==> src/bdq_pkg.sv <==
// bdq_pkg: shared types and constants for the bounded deque with search
// no dependencies; used by the top level bounded_deque_with_search
`timescale 1ns / 1ps
`default_nettype none

package bdq_pkg;

    localparam int VALUE_W = 64;
    localparam int INDEX_W = 6;
    localparam int COUNT_W = 7;
    localparam int MODE_W  = 3;
    localparam int STAT_W  = 2;

    typedef enum logic [MODE_W-1:0] {
        MODE_PUSH_BACK  = 3'd0,
        MODE_PUSH_FRONT = 3'd1,
        MODE_POP_BACK   = 3'd2,
        MODE_POP_FRONT  = 3'd3,
        MODE_READ       = 3'd4,
        MODE_SEARCH     = 3'd5,
        MODE_REVERSE    = 3'd6
    } mode_t;

    typedef enum logic [STAT_W-1:0] {
        ST_OK    = 2'd0,
        ST_FULL  = 2'd1,
        ST_EMPTY = 2'd2,
        ST_RANGE = 2'd3
    } status_t;

    typedef enum logic [2:0] {
        S_IDLE,
        S_EXEC,
        S_RD_WAIT,
        S_SRCH_RD,
        S_SRCH_CMP,
        S_DONE
    } state_t;

endpackage

`default_nettype wire

==> src/bdq_ram.sv <==
// bdq_ram: generic single-write, single-read RAM with registered read data
// no dependencies
`timescale 1ns / 1ps
`default_nettype none

module bdq_ram #(
    parameter int WIDTH = 64,
    parameter int DEPTH = 64,
    localparam int AW   = $clog2(DEPTH)
) (
    input  wire logic             aclk,
    input  wire logic             we,
    input  wire logic [AW-1:0]    waddr,
    input  wire logic [WIDTH-1:0] wdata,
    input  wire logic [AW-1:0]    raddr,
    output logic      [WIDTH-1:0] rdata
);

    logic [WIDTH-1:0] mem [DEPTH];

    always_ff @(posedge aclk) begin
        if (we) begin
            mem[waddr] <= wdata;
        end
        rdata <= mem[raddr];
    end

endmodule

`default_nettype wire

==> src/bdq_slot.sv <==
// bdq_slot: shared address unit, maps a position to a physical ring slot
// slot = (base + (from_back ? last - k : k)) mod DEPTH; no dependencies
`timescale 1ns / 1ps
`default_nettype none

module bdq_slot #(
    parameter int DEPTH = 64,
    localparam int AW   = $clog2(DEPTH),
    localparam int CW   = $clog2(DEPTH + 1)
) (
    input  wire logic [AW-1:0] base,
    input  wire logic [CW-1:0] last,
    input  wire logic [CW-1:0] k,
    input  wire logic          from_back,
    output logic      [AW-1:0] slot
);

    logic [CW-1:0] off;
    logic [CW:0]   sum;
    logic [CW:0]   wrapped;

    always_comb begin
        off     = from_back ? (last - k) : k;
        sum     = (CW + 1)'(base) + (CW + 1)'(off);
        // both terms are below DEPTH, so one subtract brings it back in range
        wrapped = (sum >= (CW + 1)'(DEPTH)) ? (sum - (CW + 1)'(DEPTH)) : sum;
        slot    = wrapped[AW-1:0];
    end

endmodule

`default_nettype wire

==> src/bounded_deque_with_search.sv <==
// bounded_deque_with_search: top level, sequencer, pointers and result register
// depends on bdq_pkg, bdq_ram, bdq_slot
`timescale 1ns / 1ps
`default_nettype none

// channel   direction  handshake          payload
// request   in         s_valid / s_ready  s_mode, s_value, s_index
// result    out        m_valid / m_ready  m_value_res, m_found, m_found_index, m_count, m_status
//
// between accepted requests a push, a reverse or any error passes through exec and done;
// pop and read add one ram read wait state, and a search adds a read and a compare state
// per entry it looks at; the single ram port and the shared slot adder serialise these steps.
// synchronous active-low reset clears pointers, count and direction; the ring
// needs no clearing. a result waiting in the output register does not block
// the next request; only a second finished result waits for m_ready.

module bounded_deque_with_search #(
    parameter int DEPTH  = 64,
    parameter int DATA_W = 64
) (
    input  wire logic                          aclk,
    input  wire logic                          aresetn,
    input  wire logic                          s_valid,
    output logic                               s_ready,
    input  wire logic [bdq_pkg::MODE_W-1:0]    s_mode,
    input  wire logic [bdq_pkg::VALUE_W-1:0]   s_value,
    input  wire logic [bdq_pkg::INDEX_W-1:0]   s_index,
    output logic                               m_valid,
    input  wire logic                          m_ready,
    output logic      [bdq_pkg::VALUE_W-1:0]   m_value_res,
    output logic                               m_found,
    output logic      [bdq_pkg::INDEX_W-1:0]   m_found_index,
    output logic      [bdq_pkg::COUNT_W-1:0]   m_count,
    output logic      [bdq_pkg::STAT_W-1:0]    m_status
);

    localparam int AW = $clog2(DEPTH);
    localparam int CW = $clog2(DEPTH + 1);

    bdq_pkg::state_t  state_reg, state_next;
    bdq_pkg::mode_t   mode_reg;
    bdq_pkg::status_t status_reg, status_next;

    logic [AW-1:0]                 front_reg, front_next;
    logic [CW-1:0]                 count_reg, count_next;
    logic                          rev_reg, rev_next;
    logic [CW-1:0]                 iter_reg, iter_next;
    logic [DATA_W-1:0]             word_reg;
    logic [bdq_pkg::INDEX_W-1:0]   idx_reg;
    logic [DATA_W-1:0]             rval_reg, rval_next;
    logic                          found_reg, found_next;
    logic [CW-1:0]                 fidx_reg, fidx_next;

    logic                          m_valid_reg;
    logic [DATA_W-1:0]             m_value_reg;
    logic                          m_found_reg;
    logic [CW-1:0]                 m_fidx_reg;
    logic [CW-1:0]                 m_count_reg;
    bdq_pkg::status_t              m_status_reg;

    logic                          accept;
    logic                          out_load;
    logic                          is_full;
    logic                          is_empty;
    logic                          idx_bad;
    logic                          at_tail;
    logic                          last_iter;
    logic                          hit;

    logic                          ram_we;
    logic [DATA_W-1:0]             ram_rdata;
    logic [AW-1:0]                 slot;
    logic [CW-1:0]                 unit_k;
    logic                          unit_fb;

    bdq_slot #(.DEPTH(DEPTH)) u_slot (
        .base      (front_reg),
        .last      (count_reg - CW'(1)),
        .k         (unit_k),
        .from_back (unit_fb),
        .slot      (slot)
    );

    bdq_ram #(.WIDTH(DATA_W), .DEPTH(DEPTH)) u_ram (
        .aclk  (aclk),
        .we    (ram_we),
        .waddr (slot),
        .wdata (word_reg),
        .raddr (slot),
        .rdata (ram_rdata)
    );

    assign accept    = s_valid && s_ready;
    assign out_load  = (state_reg == bdq_pkg::S_DONE) && (!m_valid_reg || m_ready);
    assign is_full   = (count_reg == CW'(DEPTH));
    assign is_empty  = (count_reg == '0);
    assign idx_bad   = (32'(idx_reg) >= 32'(count_reg));
    // back-end requests go to the physical tail unless the order is flipped
    assign at_tail   = ((mode_reg == bdq_pkg::MODE_PUSH_BACK) ||
                        (mode_reg == bdq_pkg::MODE_POP_BACK)) != rev_reg;
    assign last_iter = ((iter_reg + CW'(1)) == count_reg);
    assign hit       = (ram_rdata == word_reg);

    // next state
    always_comb begin
        state_next = state_reg;
        unique case (state_reg)
            bdq_pkg::S_IDLE: begin
                if (accept) begin
                    state_next = bdq_pkg::S_EXEC;
                end
            end
            bdq_pkg::S_EXEC: begin
                unique case (mode_reg) inside
                    bdq_pkg::MODE_POP_BACK, bdq_pkg::MODE_POP_FRONT: begin
                        state_next = is_empty ? bdq_pkg::S_DONE : bdq_pkg::S_RD_WAIT;
                    end
                    bdq_pkg::MODE_READ: begin
                        state_next = idx_bad ? bdq_pkg::S_DONE : bdq_pkg::S_RD_WAIT;
                    end
                    bdq_pkg::MODE_SEARCH: begin
                        state_next = is_empty ? bdq_pkg::S_DONE : bdq_pkg::S_SRCH_RD;
                    end
                    default: begin
                        state_next = bdq_pkg::S_DONE;
                    end
                endcase
            end
            bdq_pkg::S_RD_WAIT: begin
                state_next = bdq_pkg::S_DONE;
            end
            bdq_pkg::S_SRCH_RD: begin
                state_next = bdq_pkg::S_SRCH_CMP;
            end
            bdq_pkg::S_SRCH_CMP: begin
                state_next = (hit || last_iter) ? bdq_pkg::S_DONE : bdq_pkg::S_SRCH_RD;
            end
            bdq_pkg::S_DONE: begin
                if (out_load) begin
                    state_next = bdq_pkg::S_IDLE;
                end
            end
            default: begin
                state_next = bdq_pkg::S_IDLE;
            end
        endcase
    end

    // datapath controls and register next values
    always_comb begin
        s_ready     = (state_reg == bdq_pkg::S_IDLE);
        ram_we      = 1'b0;
        unit_k      = '0;
        unit_fb     = 1'b0;
        front_next  = front_reg;
        count_next  = count_reg;
        rev_next    = rev_reg;
        iter_next   = iter_reg;
        rval_next   = rval_reg;
        found_next  = found_reg;
        fidx_next   = fidx_reg;
        status_next = status_reg;
        unique case (state_reg)
            bdq_pkg::S_IDLE: begin
                rval_next   = '0;
                found_next  = 1'b0;
                fidx_next   = '0;
                status_next = bdq_pkg::ST_OK;
            end
            bdq_pkg::S_EXEC: begin
                iter_next = '0;
                unique case (mode_reg) inside
                    bdq_pkg::MODE_PUSH_BACK, bdq_pkg::MODE_PUSH_FRONT: begin
                        if (is_full) begin
                            status_next = bdq_pkg::ST_FULL;
                        end else begin
                            ram_we     = 1'b1;
                            count_next = count_reg + CW'(1);
                            if (at_tail) begin
                                unit_k = count_reg;
                            end else begin
                                // one slot before the front, wrapping
                                unit_k     = CW'(DEPTH - 1);
                                front_next = slot;
                            end
                        end
                    end
                    bdq_pkg::MODE_POP_BACK, bdq_pkg::MODE_POP_FRONT: begin
                        if (is_empty) begin
                            status_next = bdq_pkg::ST_EMPTY;
                        end else begin
                            count_next = count_reg - CW'(1);
                            unit_fb    = at_tail;
                        end
                    end
                    bdq_pkg::MODE_READ: begin
                        if (idx_bad) begin
                            status_next = bdq_pkg::ST_RANGE;
                        end else begin
                            unit_k  = CW'(idx_reg);
                            unit_fb = rev_reg;
                        end
                    end
                    bdq_pkg::MODE_REVERSE: begin
                        rev_next = !rev_reg;
                    end
                    default: begin
                    end
                endcase
            end
            bdq_pkg::S_RD_WAIT: begin
                rval_next = ram_rdata;
                // head pop advances the front once the word is out
                if ((mode_reg == bdq_pkg::MODE_POP_BACK ||
                     mode_reg == bdq_pkg::MODE_POP_FRONT) && !at_tail) begin
                    unit_k     = CW'(1);
                    front_next = slot;
                end
            end
            bdq_pkg::S_SRCH_RD: begin
                unit_k  = iter_reg;
                unit_fb = rev_reg;
            end
            bdq_pkg::S_SRCH_CMP: begin
                if (hit) begin
                    found_next = 1'b1;
                    fidx_next  = iter_reg;
                end else begin
                    iter_next = iter_reg + CW'(1);
                end
            end
            bdq_pkg::S_DONE: begin
            end
            default: begin
            end
        endcase
    end

    always_ff @(posedge aclk) begin
        if (!aresetn) begin
            state_reg   <= bdq_pkg::S_IDLE;
            front_reg   <= '0;
            count_reg   <= '0;
            rev_reg     <= 1'b0;
            m_valid_reg <= 1'b0;
        end else begin
            state_reg <= state_next;
            front_reg <= front_next;
            count_reg <= count_next;
            rev_reg   <= rev_next;
            if (out_load) begin
                m_valid_reg <= 1'b1;
            end else if (m_ready) begin
                m_valid_reg <= 1'b0;
            end
        end
    end

    always_ff @(posedge aclk) begin
        if (accept) begin
            mode_reg <= bdq_pkg::mode_t'(s_mode);
            word_reg <= s_value[DATA_W-1:0];
            idx_reg  <= s_index;
        end
        iter_reg   <= iter_next;
        rval_reg   <= rval_next;
        found_reg  <= found_next;
        fidx_reg   <= fidx_next;
        status_reg <= status_next;
        if (out_load) begin
            m_value_reg  <= rval_reg;
            m_found_reg  <= found_reg;
            m_fidx_reg   <= fidx_reg;
            m_count_reg  <= count_reg;
            m_status_reg <= status_reg;
        end
    end

    assign m_valid       = m_valid_reg;
    assign m_value_res   = bdq_pkg::VALUE_W'(m_value_reg);
    assign m_found       = m_found_reg;
    assign m_found_index = bdq_pkg::INDEX_W'(m_fidx_reg);
    assign m_count       = bdq_pkg::COUNT_W'(m_count_reg);
    assign m_status      = m_status_reg;

endmodule

`default_nettype wire
==> config.mk <==
export PLATFORM = sky130hd
export DESIGN_NAME = bounded_deque_with_search
export DESIGN_NICKNAME = d
export VERILOG_FILES = /design/src/bdq_pkg.sv /design/src/bdq_ram.sv /design/src/bdq_slot.sv /design/src/bounded_deque_with_search.sv
export SDC_FILE = /design/constraint.sdc
export NUM_CORES = 2
export LEC_CHECK = 0
export BUFFER_PORTS_ARGS = -buffer_cell sky130_fd_sc_hd__buf_2
export CORE_UTILIZATION = 30
export CTS_CLUSTER_DIAMETER = 200
export DETAILED_ROUTE_END_ITERATION = 10
export SLEW_MARGIN = 40
export SYNTH_ARGS = -nofsm -noshare
export SYNTH_HDL_FRONTEND = slang
export SYNTH_SLANG_ARGS = --single-unit
==> constraint.sdc <==
create_clock -name aclk -period 7.5 [get_ports aclk]
set_input_delay 1.5 -clock aclk [delete_from_list [all_inputs] [get_ports aclk]]
set_output_delay 1.5 -clock aclk [all_outputs]
set_load 0.02 [all_outputs]
==> flow_summary_export.csv <==
group,metric,value,unit
clocking,clock-sinks,4411,
worst_setup_path,worst_setup_slack_for_register_to_register_paths,430,ps
place,buffer_ports.inserted,158,
timing,final-setup-viol-count,0,
clocking,root_buffer,"sky130_fd_sc_hd__clkbuf_16",
layout,fill_cells,48921,
synth,synthesis.nets,8864,
drt,drcViolationCount,0,
clocking,post_cts_resized,0,
place,dpl.cell_count,15764,
synth,synth_area_per_cell,18.3,um^2
worst_setup_path,cp_top_family,"simple AND/OR/NAND/NOR gates",
power,power_leakage,0.0571,uW
drt,drtAntennaViolNets,0,
die,dieArea,537000,um^2
layout,area_of_the_multi_input_gates,26800,um^2
drt,detailedRoute.firstIterationViolations,15245,
synth,async_reset_ff_share,0,%
status,run_status,"finished clean",
synth,ys_ff_latch,4411,
timing,max_slew_violation_total_from_the_final_report,0,
worst_setup_path,r2r_end,"u_ram.mem[11][7]$_DFFE_PP_",
worst_setup_path,crit_path_start_kind,"flip-flop",
clocking,cts_inserted_buffers,424,
drt,vias_per_cell,5.68,
synth,part_of_the_yosys_area_used_for_sequential_elements,82.2,%
timing,final.hold.worst_slack,418,ps
place,placement.setup.worst_slack,546,ps
worst_setup_path,required_time_of_the_worst_setup_path,8180,ps
worst_hold_path,path_type_of_the_worst_min_delay_path,"reg -> reg",
synth,netlist-cell-type-count,70,
worst_hold_path,min_delay_worst_endpoint,"m_value_res[40]$_DFFE_PP_",
drt,route.detailed.wl_per_inst,32.7,um
layout,share_of_post_route_cells_with_drive_strength_above_1,13.5,%
die,floorplan.rows,267,
synth,primary_flip_flop_cell_chosen_by_synthesis_mapping,"sky130_fd_sc_hd__edfxtp_1",
timing,clock-skew-final,73.8,ps
die,chipHeight,733,um
clocking,clockBufferDepth,4,
power,cellPowerDensity,301,nW/um^2
worst_setup_path,reg2reg_launch_point,"idx_reg[0]$_DFFE_PP_",
synth,post_synth_inst_count,8763,
worst_setup_path,critical_path.n_buffers_inverters,3,
place,last_weighted_congestion_value_of_the_routability_driven_placer,0.835,
timing,rsz_0062_raised_after_global_routing,"no",
clocking,worstSkewPairLatency,1000,ps
global_route,grt_start_max_net_pins,123,
worst_setup_path,critPathMostFrequentCell,"sky130_fd_sc_hd__nand2_1",
synth,synthesized_cell_area,160000,um^2
worst_hold_path,worstHoldStart,"rval_reg[40]$_SDFFCE_PN0P_",
layout,final_net_count,9301,
drt,vias,94051,
worst_setup_path,critical_path.slowest_cell,"sky130_fd_sc_hd__nand2_1",
drt,finalWirelength,542000,um
layout,syn2layout_area_growth,16.6,%
die,initial_core_util,30.2,%
layout,number_of_flip_flops_under_the_largest_register_name,4096,
worst_setup_path,crit_path_end_kind,"flip-flop",
timing,fmaxAchievable,141,MHz
worst_setup_path,crit_path_dat,7750,ps
flow_run,total_of_max_cap_violations,0,
worst_setup_path,cpPeakStageDelay,680,ps
global_route,grt_pass1_wl,737000,um
worst_setup_path,worstSetupPathType,"reg -> reg",
timing,worst_max_slew_pin_slew,1050,ps
global_route,gr-usage-all-layers,19.3,%
drt,drt_first_pass_iters,7,
die,die_w,733,um
layout,final_core_util,35.2,%
global_route,grt_pass1_vias,88189,
place,detailed_place_hpwl,299000,um
timing,finalCriticalPeriod,7070,ps
timing,timing.max_slew.rel_slack,29.2,%
global_route,antenna_found_initial,47,
worst_setup_path,worstRegToRegCells,25,
timing,report.final.hold_viol_count,0,
die,pin_count,159,
global_route,grt_remaining_overflow,0,
synth,yosysWarnings,0,
worst_hold_path,worstHoldPathCells,0,
timing,timing.final.ws_setup,431,ps
worst_setup_path,path_max_fanout,26,
layout,top_register,"u_ram.mem",
synth,synth-edff-count,4329,
timing,layout_worst_path_cycle_share,94.3,%
power,vdd.ir_drop.worst,0.000225,V
layout,sequential_cell_area,132000,um^2
clocking,cts.clk_slew.worst_paths,60,ps
clocking,h-tree-depth,5,
die,core_area,530000,um^2
layout,fin_cells,16566,
clocking,tritoncts,"done",
-- synthesized netlist by cell type, drive strengths merged (4+ instances only) --
library cell  number  area, um^2
nand2b            13        88.8
and2               4        25.0
edfxtp          4329      130000
nor2             177         667
dfxtp             82        1640
mux2i             44         440
nand3            159         796
inv               18        67.6
a221oi           402        3520
a31oi             61         382
nor4               6        37.5
mux4               8         180
clkbuf           412        1550
nand2            236         888
ha                22         275
nor2b              8        50.1
a222oi            17         170
a311oi            10         105
a22oi           1142        8580
a22o             320        2800
nor3              11        55.1
nand3b             7        52.6
nand4            501        3130
o211ai            46         345
and3              76         475
buf              179         840
xnor2             88         778
o21ai             91         455
a211oi             8        72.6
xor2              11        96.3
a21oi            231        1160
-- timing repair --
action / in CTS / in global routing
buffers inserted: 0 / 2
hold buffers: 0 / 0
endpoints found under the setup margin: 0 / 21
-- layer usage --
metal | vias up | global-route usage [%] | wire length [um]
met4 | 26 | 8.38 | 26700
met2 | 6320 | 29.5 | 241000
met5 | - | 0 | 150
met3 | 1024 | 4.60 | 61900
li1 | 37753 | - | -
met1 | 48928 | 26.2 | 212000
-- worst reg2reg max path, cell delays in order, from the launching register on --
cell,delay [ps]
sky130_fd_sc_hd__edfxtp_1,410
sky130_fd_sc_hd__inv_1,90
sky130_fd_sc_hd__ha_1,220
sky130_fd_sc_hd__nand2b_1,160
sky130_fd_sc_hd__a211o_1,360
sky130_fd_sc_hd__a211oi_4,480
sky130_fd_sc_hd__nand2_1,120
sky130_fd_sc_hd__nand2_1,90
sky130_fd_sc_hd__nand2_1,80
sky130_fd_sc_hd__nand2_1,70
sky130_fd_sc_hd__ha_1,210
sky130_fd_sc_hd__fa_1,240
sky130_fd_sc_hd__inv_1,60
sky130_fd_sc_hd__a21o_1,170
sky130_fd_sc_hd__a21oi_1,190
sky130_fd_sc_hd__xor2_1,190
sky130_fd_sc_hd__mux2i_1,130
sky130_fd_sc_hd__ha_1,460
sky130_fd_sc_hd__a21oi_1,190
sky130_fd_sc_hd__o21ai_0,130
sky130_fd_sc_hd__xor2_1,240
sky130_fd_sc_hd__xnor2_1,160
sky130_fd_sc_hd__xnor2_2,630
sky130_fd_sc_hd__nand2_1,690
sky130_fd_sc_hd__nor2_4,660
sky130_fd_sc_hd__buf_12,310
-- through the flow --
| step | power [uW] | TNS, ps | cell area [um^2] |
|---|---|---|---|
| 2_1_floorplan | 32300 | -2530820 | 160000 |
| 3_3_place_gp | 35800 | 0 | 173000 |
| 3_5_place_dp | 36000 | 0 | 173000 |
| 4_1_cts | 56200 | 0 | 186000 |
| 5_1_grt | 57400 | 0 | 187000 |
| 6_report | 56200 | 0 | 187000 |
-- kinds of logic after synthesis --
kind of cell    synth area share, %
buf+inv                        1.54
fa+ha+maj                     0.197
xor+xnor                      0.561
simple gates                   3.98
flops                          82.2
compound gates                 11.1
mux                           0.395
-- how the worst max path moves through the flow --
stage                                          from                     endpoint  slack [ps]  cells after the start
after floorplan           count_reg[4]$_SDFFE_PN0P_   u_ram.mem[13][0]$_DFFE_PP_        -810                     24
after global placement         idx_reg[0]$_DFFE_PP_   u_ram.mem[2][31]$_DFFE_PP_         110                     25
after detailed placement       idx_reg[0]$_DFFE_PP_  u_ram.mem[13][11]$_DFFE_PP_         550                     25
after CTS                      idx_reg[0]$_DFFE_PP_   u_ram.mem[13][5]$_DFFE_PP_         430                     25
after global routing           idx_reg[0]$_DFFE_PP_   u_ram.mem[13][2]$_DFFE_PP_         110                     25
final                          idx_reg[0]$_DFFE_PP_   u_ram.mem[11][7]$_DFFE_PP_         430                     25
-- report_power, final --
part	switching, uW	internal [uW]	total, uW	leakage, uW
combinational	4500	1700	6200	0.0108
sequential	1040	28300	29400	0.0398
clock	9400	11200	20600	0.00643
total	14900	41200	56200	0.0571
-- placed cells by master (no fill, tap or decap), drive strengths merged, types with 4 or more instances in the layout --
| cell | Yosys | routed |
|---|---|---|
| xnor2 | 88 | 88 |
| mux2i | 44 | 44 |
| a31oi | 61 | 61 |
| a22oi | 1142 | 1142 |
| nand3 | 159 | 159 |
| and3 | 76 | 76 |
| o211ai | 46 | 46 |
| a221oi | 402 | 402 |
| a22o | 320 | 320 |
| bufinv | 0 | 19 |
| buf | 179 | 602 |
| clkinv | 2 | 202 |
| edfxtp | 4329 | 4329 |
| inv | 18 | 32 |
| a222oi | 17 | 17 |
| nand3b | 7 | 7 |
| nor2b | 8 | 8 |
| ha | 22 | 22 |
| o21ai | 91 | 91 |
| dfxtp | 82 | 82 |
| clkbuf | 412 | 541 |
| nand4 | 501 | 501 |
| nor3 | 11 | 11 |
| a21oi | 231 | 231 |
| and2 | 4 | 4 |
| a211oi | 8 | 8 |
| a311oi | 10 | 10 |
| xor2 | 11 | 11 |
| mux4 | 8 | 8 |
| nor2 | 177 | 177 |
| diode | 0 | 21 |
| nand2 | 236 | 236 |
| nand2b | 13 | 13 |
| nor4 | 6 | 6 |
-- area by class of cell --
cell class	count	share of cell area (%)
Antenna cell	21	0.0282
Clock buffer	541	5.99
Clock inverter	236	1.08
Inverter	20	0.0402
Multi-Input combinational cell	3741	14.3
Sequential cell	4411	70.5
Tap cell	6994	4.69
Timing Repair Buffer	602	3.31
Power figures use the tool's default switching activity.
